===== src/hdl/life_like_automaton_row_step_assert.svh =====
// Assertion macros for the life-like automaton row step block.
`ifndef LIFE_LIKE_AUTOMATON_ROW_STEP_ASSERT_SVH
`define LIFE_LIKE_AUTOMATON_ROW_STEP_ASSERT_SVH

// same-cycle implication, checked out of reset
`define LLA_ASSERT_NOW(label, clk, rstn, ante, cons) \
  label: assert property (@(posedge clk) disable iff (!(rstn)) (ante) |-> (cons)) \
    else $error("lla assertion failed");

// next-cycle implication, checked out of reset
`define LLA_ASSERT_NEXT(label, clk, rstn, ante, cons) \
  label: assert property (@(posedge clk) disable iff (!(rstn)) (ante) |=> (cons)) \
    else $error("lla assertion failed");

`endif


===== src/hdl/lla_pkg.sv =====
// Shared types and constants for the life-like automaton row step block.
`timescale 1ns / 1ps
package lla_pkg;

  localparam int unsigned ROW_W   = 64;
  localparam int unsigned AW_W    = 7;
  localparam int unsigned RULE_W  = 9;
  localparam int unsigned CNT_W   = 4;
  localparam int unsigned ADDR_W  = 4;
  localparam int unsigned DATA_W  = 32;
  localparam int unsigned QDEPTH  = 3;
  localparam int unsigned QPTR_W  = 2;
  localparam int unsigned QCNT_W  = 2;

  localparam logic [AW_W-1:0]   ACTIVE_WIDTH_RST = 7'd64;
  localparam logic [RULE_W-1:0] BIRTH_MASK_RST   = 9'd8;
  localparam logic [RULE_W-1:0] SURVIVE_MASK_RST = 9'd12;

  typedef enum logic [1:0] {
    REG_ACTIVE_WIDTH = 2'd0,
    REG_BIRTH_MASK   = 2'd1,
    REG_SURVIVE_MASK = 2'd2
  } reg_idx_e;

  typedef struct packed {
    logic u;
    logic m;
    logic r;
  } nbr_t;

  typedef struct packed {
    logic [RULE_W-1:0] birth;
    logic [RULE_W-1:0] survive;
  } rule_t;

  typedef struct packed {
    logic             held;
    logic             last;
    logic             acc;
  } step_ctl_t;

  typedef struct packed {
    logic [ROW_W-1:0] cells;
    logic             last;
  } res_t;

  function automatic logic [QPTR_W-1:0] qptr_inc(input logic [QPTR_W-1:0] p);
    logic [QPTR_W-1:0] n;
    n = (p == QPTR_W'(QDEPTH - 1)) ? '0 : p + QPTR_W'(1);
    return n;
  endfunction

endpackage


===== src/hdl/lla_cell.sv =====
// One grid column: holds two row bits and computes the column's next state.
`timescale 1ns / 1ps
module lla_cell import lla_pkg::*; (
  input  logic      clk_i,
  input  logic      rst_ni,
  input  logic      en_i,
  input  step_ctl_t ctl_i,
  input  logic      row_i,
  input  nbr_t      left_i,
  input  nbr_t      right_i,
  input  rule_t     rule_i,
  output nbr_t      own_o,
  output logic      next_o,
  output logic      flush_o
);

  logic             u_q, u_d;
  logic             m_q, m_d;
  logic [CNT_W-1:0] n_norm;
  logic [CNT_W-1:0] n_flush;
  logic [CNT_W-1:0] n_above;

  assign own_o.u = u_q & en_i;
  assign own_o.m = m_q & en_i;
  assign own_o.r = row_i & en_i;

  assign n_norm = CNT_W'(left_i.u) + CNT_W'(left_i.m) + CNT_W'(left_i.r)
                + CNT_W'(right_i.u) + CNT_W'(right_i.m) + CNT_W'(right_i.r)
                + CNT_W'(own_o.u) + CNT_W'(own_o.r);

  assign n_above = CNT_W'(left_i.m) + CNT_W'(own_o.m) + CNT_W'(right_i.m);
  assign n_flush = (ctl_i.held ? n_above : '0) + CNT_W'(left_i.r) + CNT_W'(right_i.r);

  assign next_o  = en_i & (own_o.m ? rule_i.survive[n_norm] : rule_i.birth[n_norm]);
  assign flush_o = en_i & (own_o.r ? rule_i.survive[n_flush] : rule_i.birth[n_flush]);

  always_comb begin
    u_d = u_q;
    m_d = m_q;
    if (ctl_i.acc) begin
      if (ctl_i.last) begin
        u_d = 1'b0;
        m_d = 1'b0;
      end else begin
        u_d = ctl_i.held ? m_q : 1'b0;
        m_d = own_o.r;
      end
    end
  end

  always_ff @(posedge clk_i or negedge rst_ni) begin
    if (!rst_ni) begin
      u_q <= 1'b0;
      m_q <= 1'b0;
    end else begin
      u_q <= u_d;
      m_q <= m_d;
    end
  end

endmodule


===== src/hdl/lla_outq.sv =====
// Three-entry result queue taking up to two results per cycle.
`timescale 1ns / 1ps
module lla_outq import lla_pkg::*; (
  input  logic              clk_i,
  input  logic              rst_ni,
  input  logic [1:0]        wr_cnt_i,
  input  res_t              wr0_i,
  input  res_t              wr1_i,
  input  logic              pop_i,
  output logic              valid_o,
  output logic              full2_o,
  output res_t              rd_o
);

  res_t              mem_q [QDEPTH];
  logic [QPTR_W-1:0] head_q, head_d;
  logic [QPTR_W-1:0] tail_q, tail_d;
  logic [QPTR_W-1:0] tail_nx;
  logic [QCNT_W-1:0] cnt_q, cnt_d;
  logic              do_pop;

  assign valid_o = (cnt_q != '0);
  assign full2_o = (cnt_q > QCNT_W'(1));
  assign rd_o    = mem_q[head_q];
  assign do_pop  = pop_i & valid_o;
  assign tail_nx = qptr_inc(tail_q);

  always_comb begin
    head_d = do_pop ? qptr_inc(head_q) : head_q;
    unique case (wr_cnt_i)
      2'd0:    tail_d = tail_q;
      2'd1:    tail_d = tail_nx;
      default: tail_d = qptr_inc(tail_nx);
    endcase
    cnt_d = cnt_q + QCNT_W'(wr_cnt_i) - QCNT_W'(do_pop);
  end

  always_ff @(posedge clk_i) begin
    if (wr_cnt_i != 2'd0) begin
      mem_q[tail_q] <= wr0_i;
    end
    if (wr_cnt_i == 2'd2) begin
      mem_q[tail_nx] <= wr1_i;
    end
  end

  always_ff @(posedge clk_i or negedge rst_ni) begin
    if (!rst_ni) begin
      head_q <= '0;
      tail_q <= '0;
      cnt_q  <= '0;
    end else begin
      head_q <= head_d;
      tail_q <= tail_d;
      cnt_q  <= cnt_d;
    end
  end

endmodule


===== src/hdl/life_like_automaton_row_step.sv =====
// Life-like automaton row step: one input row per unstalled cycle in, next-generation
// rows out. Rows of the current generation enter top row first, one request per clock
// while in_stall_o is low. A row of GRID_WIDTH column cells holds the two most recent
// rows and exchanges bits with its neighbors; the results of each accepted row (none
// for a grid's first row, one per later row, two for the bottom row if not the first)
// land in a three-entry result queue and leave one per cycle while not stalled.
// Input is stalled while the queue holds two or more results. Columns at and above
// the active width (saturated to GRID_WIDTH) are dead and read back as zero. Rule and
// width registers sit on an APB port at byte offsets 0, 4, 8.
`timescale 1ns / 1ps
`include "life_like_automaton_row_step_assert.svh"
module life_like_automaton_row_step import lla_pkg::*; #(
  parameter int unsigned GRID_WIDTH = 64
) (
  input  logic              clk_i,
  input  logic              rst_ni,
  input  logic              in_valid_i,
  output logic              in_stall_o,
  input  logic [ROW_W-1:0]  row_cells_i,
  input  logic              last_row_i,
  output logic              out_valid_o,
  input  logic              out_stall_i,
  output logic [ROW_W-1:0]  next_row_cells_o,
  output logic              last_of_grid_o,
  input  logic              psel,
  input  logic              penable,
  input  logic              pwrite,
  input  logic [ADDR_W-1:0] paddr,
  input  logic [DATA_W-1:0] pwdata,
  output logic [DATA_W-1:0] prdata,
  output logic              pready
);

  logic [AW_W-1:0]   active_width_q;
  logic [RULE_W-1:0] birth_mask_q;
  logic [RULE_W-1:0] survive_mask_q;
  logic              held_q, held_d;
  logic              acc_w;
  logic              cfg_wr;
  reg_idx_e          reg_idx;
  logic [AW_W-1:0]   eff_w;
  rule_t             rule_w;
  step_ctl_t         ctl_w;
  nbr_t              own_w [GRID_WIDTH];
  logic [ROW_W-1:0]  next_w;
  logic [ROW_W-1:0]  flush_w;
  logic [1:0]        wr_cnt;
  res_t              wr0, wr1, rd_w;
  logic              q_full2;

  assign pready  = 1'b1;
  assign cfg_wr  = psel & penable & pwrite;
  assign reg_idx = reg_idx_e'(paddr[3:2]);

  always_comb begin
    unique case (reg_idx)
      REG_ACTIVE_WIDTH: prdata = DATA_W'(active_width_q);
      REG_BIRTH_MASK:   prdata = DATA_W'(birth_mask_q);
      REG_SURVIVE_MASK: prdata = DATA_W'(survive_mask_q);
      default:          prdata = '0;
    endcase
  end

  always_ff @(posedge clk_i or negedge rst_ni) begin
    if (!rst_ni) begin
      active_width_q <= ACTIVE_WIDTH_RST;
      birth_mask_q   <= BIRTH_MASK_RST;
      survive_mask_q <= SURVIVE_MASK_RST;
    end else if (cfg_wr) begin
      unique case (reg_idx)
        REG_ACTIVE_WIDTH: active_width_q <= pwdata[AW_W-1:0];
        REG_BIRTH_MASK:   birth_mask_q   <= pwdata[RULE_W-1:0];
        REG_SURVIVE_MASK: survive_mask_q <= pwdata[RULE_W-1:0];
        default: begin
        end
      endcase
    end
  end

  assign eff_w = (active_width_q > AW_W'(GRID_WIDTH)) ? AW_W'(GRID_WIDTH) : active_width_q;
  assign rule_w.birth   = birth_mask_q;
  assign rule_w.survive = survive_mask_q;

  assign acc_w      = in_valid_i & ~in_stall_o;
  assign ctl_w.acc  = acc_w;
  assign ctl_w.last = last_row_i;
  assign ctl_w.held = held_q;

  assign held_d = acc_w ? ~last_row_i : held_q;

  always_ff @(posedge clk_i or negedge rst_ni) begin
    if (!rst_ni) begin
      held_q <= 1'b0;
    end else begin
      held_q <= held_d;
    end
  end

  for (genvar j = 0; j < GRID_WIDTH; j++) begin : g_col
    nbr_t left_w;
    nbr_t right_w;
    if (j == 0) begin : g_ledge
      assign left_w = '0;
    end else begin : g_lnbr
      assign left_w = own_w[j-1];
    end
    if (j == GRID_WIDTH - 1) begin : g_redge
      assign right_w = '0;
    end else begin : g_rnbr
      assign right_w = own_w[j+1];
    end
    lla_cell u_cell (
      .clk_i   (clk_i),
      .rst_ni  (rst_ni),
      .en_i    (AW_W'(j) < eff_w),
      .ctl_i   (ctl_w),
      .row_i   (row_cells_i[j]),
      .left_i  (left_w),
      .right_i (right_w),
      .rule_i  (rule_w),
      .own_o   (own_w[j]),
      .next_o  (next_w[j]),
      .flush_o (flush_w[j])
    );
  end

  if (GRID_WIDTH < ROW_W) begin : g_pad
    assign next_w[ROW_W-1:GRID_WIDTH]  = '0;
    assign flush_w[ROW_W-1:GRID_WIDTH] = '0;
  end

  always_comb begin
    wr_cnt     = acc_w ? (2'(held_q) + 2'(last_row_i)) : 2'd0;
    wr0.cells  = held_q ? next_w : flush_w;
    wr0.last   = ~held_q;
    wr1.cells  = flush_w;
    wr1.last   = 1'b1;
  end

  lla_outq u_outq (
    .clk_i    (clk_i),
    .rst_ni   (rst_ni),
    .wr_cnt_i (wr_cnt),
    .wr0_i    (wr0),
    .wr1_i    (wr1),
    .pop_i    (~out_stall_i),
    .valid_o  (out_valid_o),
    .full2_o  (q_full2),
    .rd_o     (rd_w)
  );

  assign in_stall_o       = q_full2;
  assign next_row_cells_o = rd_w.cells;
  assign last_of_grid_o   = rd_w.last;

  `LLA_ASSERT_NEXT(a_last_clears_held, clk_i, rst_ni, acc_w && last_row_i, !held_q)
  `LLA_ASSERT_NEXT(a_row_sets_held, clk_i, rst_ni, acc_w && !last_row_i, held_q)
  `LLA_ASSERT_NEXT(a_last_gives_result, clk_i, rst_ni, acc_w && last_row_i, out_valid_o)
  `LLA_ASSERT_NOW(a_no_accept_when_full, clk_i, rst_ni, q_full2, !acc_w)

endmodule

===== config.mk =====
export PLATFORM = sky130hd
export DESIGN_NAME = life_like_automaton_row_step
export DESIGN_NICKNAME = d
export VERILOG_FILES = /design/src/hdl/lla_pkg.sv /design/src/hdl/lla_cell.sv /design/src/hdl/lla_outq.sv /design/src/hdl/life_like_automaton_row_step.sv
export VERILOG_INCLUDE_DIRS = /design/src /design/src/hdl
export SDC_FILE = /design/constraint.sdc
export NUM_CORES = 2
export LEC_CHECK = 0
export BUFFER_PORTS_ARGS = -buffer_cell sky130_fd_sc_hd__buf_2
export CAP_MARGIN = 20
export CORE_ASPECT_RATIO = 0.9
export CORE_UTILIZATION = 45
export CTS_CLUSTER_DIAMETER = 150
export DETAILED_ROUTE_END_ITERATION = 6
export SYNTH_ARGS = -nofsm -noshare
export SYNTH_HDL_FRONTEND = slang
export SYNTH_SLANG_ARGS = --single-unit

===== constraint.sdc =====
create_clock -name clk_i -period 13.9 [get_ports clk_i]
set_input_delay 2.78 -clock clk_i [delete_from_list [all_inputs] [get_ports clk_i]]
set_output_delay 2.78 -clock clk_i [all_outputs]
set_load 0.1 [all_outputs]

Yosys cells after proc, flatten, opt, wreduce, memory -nomap -nowiden
Memory sizes are Yosys's and may differ from the RTL's.
Index checks and enable logic that the tools add are counted.
{"block": "op_classes", "n_addsub": 697, "n_lt_le_gt_ge": 194, "n_eq_ne": 7, "muxes": 908, "bitwise_logic": 328, "reduce_logical": 7}
{"op": "$add A4 B1 Y4", "n": 565}
{"op": "$bmux W1 S4", "n": 256}
{"op": "$lt A4 B5 Y1 const B", "n": 128}
{"op": "$mux W1", "n": 580}
{"op": "$and A1 B1 Y1", "n": 324}
{"op": "$mux W4", "n": 64}
{"op": "$add A1 B1 Y2", "n": 127}
{"op": "$lt A6 B7 Y1 const A", "n": 32}
{"op": "$lt A5 B7 Y1 const A", "n": 16}
{"op": "$mux W64", "n": 1}
{"op": "$lt A4 B7 Y1 const A", "n": 8}
{"op": "$lt A3 B7 Y1 const A", "n": 4}
{"op": "$pmux W9 S3", "n": 1}
{"op": "$lt A1 B7 Y1 const A", "n": 2}
{"op": "$lt A2 B7 Y1 const A", "n": 2}
{"op": "$eq A2 B2 Y1 const B", "n": 5}
{"op": "$mux W2", "n": 4}
{"op": "$gt A7 B7 Y1 const B", "n": 1}
{"op": "$mux W7", "n": 1}
{"op": "$add A2 B1 Y2 const B", "n": 3}
{"op": "$reduce_and A2 Y1", "n": 3}
{"op": "$eq A2 B1 Y1 const B", "n": 2}
{"op": "$logic_not A2 Y1", "n": 2}
{"op": "$not A1 Y1", "n": 4}
{"op": "other kinds (5)", "n": 6}
{"block": "totals", "reg_bits": 160, "ram_bits": 195, "in_bits": 108, "output_inout_bits": 100, "elab_cells": 2277, "memories": 1}
{"memory": "u_outq.mem_q", "words": 3, "word_bits": 65, "read_ports": 1, "rd_ports_with_merged_regs": 0, "write_ports": 2, "line": "lla_outq.sv:15", "source": "res_t mem_q [QDEPTH];"}

Longest topological paths before layout
{"block": "depth", "ltp_word": 16, "depth_mapped": 21, "ltp_nobuf": 19}

By module
From an unflattened synthesis, not the netlist that was laid out.
{"block": "unflattened", "hier_cells": 5217, "area_unflattened_um2": 55821.0}
{"mod": "lla_cell", "instances": 64, "cells_per_inst": 66, "area_each_um2": 669.4, "seq_area_each_um2": 50.0}
{"mod": "lla_outq", "instances": 1, "cells_per_inst": 669, "area_each_um2": 10128.5, "seq_area_each_um2": 6005.8}
{"mod": "life_like_automaton_row_step", "instances": 1, "cells_per_inst": 324, "area_each_um2": 2851.5, "seq_area_each_um2": 655.6}

Worst setup path before layout
Ideal clock, no wire load.
{"block": "synth_timing", "path_type": "input port to output port", "from": "input port paddr[2]", "to": "output port prdata[0]", "t_arrival_ps": 5399, "t_required_ps": 11120, "slack_ps": 5721, "path_stages": 3, "path_buffers": 1, "path_cell_list": "clkbuf_1 > mux2i_1 > o21ai_0"}
{"block": "synth_via", "elab_chain_len": 2, "word_cells_on_any_way": 4, "classes_between": "2 x eq/ne; 1 x mux; 1 x reduce/logical"}
{"element": "from (decl)", "line": "life_like_automaton_row_step.sv:28", "source": "input logic [ADDR_W-1:0] paddr,"}
{"element": "$eq A2 B2 Y1 (tied with other cells)", "line": "life_like_automaton_row_step.sv:56", "source": "unique case (reg_idx)"}
{"element": "$pmux W9 S3 (*)", "line": "life_like_automaton_row_step.sv:56"}
{"element": "to (decl)", "line": "life_like_automaton_row_step.sv:30", "source": "output logic [DATA_W-1:0] prdata,"}
Mark *: on every way between the ends. The rest lies on a longest branch, timed or not.

==> results.cfg <==
[critical_path]
critPathMaxFanout = 16
cp.required_ps = 14270
critPathKind = flip-flop to flip-flop
startpoint_type = flip-flop
crit_path_end_kind = flip-flop
arrival_ps = 7780

[timing]
grt_setup_unrepaired = no
skew_ps = 61.0
worstMarginPinSlew_ps = 1230
timing.fmax_ghz = 0.135
min_period_ps = 7420
finalHoldViolations = 0
finalCritPeriodShare_pct = 53.4
timing.final.max_slew_violations = 0
report.final.setup_viol = 0
relSlewSlack_pct = 17.2
final.setup.tns_ps = 0

[placed_design]
port-buffer-count = 158
routabilityCongestion = 0.918
hpwl_mm = 138

[global_route]
grt_pass1_vias = 47100
grtUsageTotal_pct = 33.4
grt_pass1_wl_mm = 317
grt_start_max_net_pins = 164
overflow = 0
antenna_found_initial = 30

[hold_path]
hold_path.class = flip-flop to flip-flop

[pwr]
p_sw_share_pct = 51.2
combPwrFrac_pct = 77.3
power_leakage_nw = 25.7
p_int_w = 0.00648
seqPwrFrac_pct = 13.0
power_density_nw_per_um2 = 221
netSwitchingPower_w = 0.00680
power.share.clock_pct = 9.7
vdd_ir_drop_max_mv = 0.182

[finish]
fillers = 11400
final_util_pct = 48.2
fin_nets = 6169
area_delta_synth_final_pct = 6.20
drive_gt1_share_pct = 20.0

[detailed_routing]
wl_per_cell_um = 30.9
drtPass1Iterations = 6
route.antenna.remaining_nets = 0
num_vias = 48000
viasPerCell = 6.88
drt_iter0_markers = 6489
drc = 0
wl_mm = 215

[synthesis]
syn_avg_cell_area_um2 = 10.5
synth_seq_area_share_pct = 17.4
yosysTopAreaCell = mux4_2
syn_inst = 5377
synth_edf_count = 192
ys_ff_latch = 355
netlist-cell-type-count = 95
netlist.area_leader.share_pct = 21.2
ys_top_cells_by_area = mux4_2, fa_1, edfxtp_1
synth_area_um2 = 56700
synth-async-reset-ratio_pct = 45.1
synth_ff_type = edfxtp_1
ys_warn_count = 0

[floorplanning]
start_util_pct = 45.3
coreArea_um2 = 125000
fp.dieW_um = 376
num_rows = 123
die_area_um2 = 127000
io_pins = 208
die_h_um = 339

[flow_run]
maxCapViolCount = 0

[clock_network]
clk_pin_slew_ps = 60
post_cts_resized = 0
cts_num_sinks = 355
cts-root-buf = clkbuf_16
holdBufCountCts = 0
postCtsSetupBuffers = 0
cts_tree = built
clk_path_buf_depth = 3
htree_levels = 2
cts-buffers-inserted = 47
clock_latency_ps = 690

[run_status]
run_status = completed
cell usage after synthesis, drive strengths merged, types with 19 or more instances:
| cell type | n |
|---|---|
| nand2 | 461 |
| clkbuf | 346 |
| nand4 | 74 |
| nand3b | 41 |
| o211ai | 53 |
| nand4b | 33 |
| a21oi | 92 |
| a31oi | 55 |
| mux2 | 88 |
| mux4 | 551 |
| fa | 377 |
| a21bo | 34 |
| and3 | 52 |
| a22o | 71 |
| nor2b | 81 |
| dfrtp | 156 |
| a21o | 34 |
| nand3 | 84 |
| and2 | 183 |
| buf | 125 |
| o22ai | 129 |
| nor3 | 32 |
| xor2 | 61 |
| o21ai | 335 |
| a21boi | 33 |
| edfxtp | 192 |
| nor2 | 102 |
| xnor2 | 29 |
| mux2i | 176 |
| o2bb2ai | 19 |
| ha | 448 |
| inv | 501 |
per-stage QoR:
step | hold slack [ps] | std cells | setup WS, ps | area, um^2 | total power [W]
final | 486 | 6975 | 6480 | 60200 | 0.0133
after detailed placement | 465 | 6867 | 6560 | 58500 | 0.0118
after global placement | 457 | 6867 | 6610 | 58500 | 0.0116
after floorplan | 440 | 5399 | 5720 | 56700 | 0.00947
after CTS | 478 | 6955 | 6780 | 60100 | 0.0131
after global routing | 504 | 6967 | 6360 | 60200 | 0.0140
placed cells by master (no fill, tap or decap), types with 89 or more instances in the layout:
master / synthesis / routed
nand2_1: 460 / 455
inv_1: 501 / 499
edfxtp_1: 192 / 192
and2_1: 181 / 180
buf_4: 27 / 90
mux4_2: 533 / 533
fa_1: 377 / 377
nor2_1: 102 / 101
mux2i_1: 176 / 176
dfrtp_1: 156 / 138
buf_2: 72 / 157
ha_1: 448 / 448
a21oi_1: 92 / 89
o21ai_0: 315 / 314
o22ai_1: 129 / 129
worst paths after layout:
path                                            startpoint                               end  slack, ps  cells after the start
max reg2reg                  active_width_q[0]$_DFFE_PN0P_     u_outq.mem_q[1][46]$_DFFE_PP_       6480                     20
min reg2reg                u_outq.mem_q[1][0]$_SDFFE_PP1P_   u_outq.mem_q[1][0]$_SDFFE_PP1P_        490                      1
max                          active_width_q[0]$_DFFE_PN0P_     u_outq.mem_q[1][46]$_DFFE_PP_       6480                     20
min                        u_outq.mem_q[1][0]$_SDFFE_PP1P_   u_outq.mem_q[1][0]$_SDFFE_PP1P_        490                      1
max in group asynchronous                           rst_ni     survive_mask_q[4]$_DFFE_PN0P_      10120                      3
min in group asynchronous                           rst_ni  g_col[56].u_cell.m_q$_DFFE_PN0P_       2110                      1
registers in the layout (all words and copies together) (netlist names):
name	cells
u_outq.cnt_q	2
birth_mask_q	9
survive_mask_q	9
u_outq.tail_q	2
held_q	1
u_outq.mem_q	195
u_outq.head_q	2
g_col.u_cell.u_q	64
g_col.u_cell.m_q	64
active_width_q	7
power by group through the flow:
stage,Clock (W),Sequential [W],Combinational [W]
6_report,0.00128,0.00173,0.0103
5_1_grt,0.00132,0.00175,0.0109
4_1_cts,0.00129,0.00171,0.0101
3_5_place_dp,0,0.00173,0.0101
3_3_place_gp,0,0.00173,0.00990
2_1_floorplan,0,0.00142,0.00805
layer usage:
layer,vias to the layer above,GRT usage [%],wire length [um]
li1,19800,-,-
met1,24100,45.7,83300
met5,-,0,183
met3,632,12.3,32400
met4,30,12.2,8860
met2,3497,48.4,90600
logic make-up after synthesis:
family | Yosys count | share of synthesized area (%)
xor gates and xnor gates | 90 | 1.39
other | 2 | 0.0133
adders and majority gates | 825 | 23.2
muxes | 815 | 26.9
AOI/OAI and AO/OA | 1050 | 12.4
and+or+nand+nor | 1266 | 11.8
DFF | 355 | 17.4
buffers and inverters | 974 | 6.94
worst max-delay path: stages (launching register included):
cell      delay [ps]
dfrtp_1          320
buf_4            290
o21ai_1          120
buf_4            210
nor2_1           700
nand2_1          470
o21ai_0          780
nand2_1          340
inv_1            130
ha_1             230
inv_1             70
fa_1             420
fa_1             470
fa_1             430
fa_1             670
mux4_2           530
mux2_2           280
nand2_1           60
o211ai_1          90
o211ai_1         330
o21ai_0          180
final cells by class:
cell class	instances	area (um^2)	share of cell area [%]
multi-input combinational	4070	43100	71.6
sequential	355	9910	16.5
inverter	503	1890	3.14
clock inverter	26	234	0.389
clock buffer	62	1320	2.19
tap	1687	2110	3.51
antenna	13	32.5	0.0541
timing repair buffer	259	1610	2.67
Power figures use the tool's default switching activity.
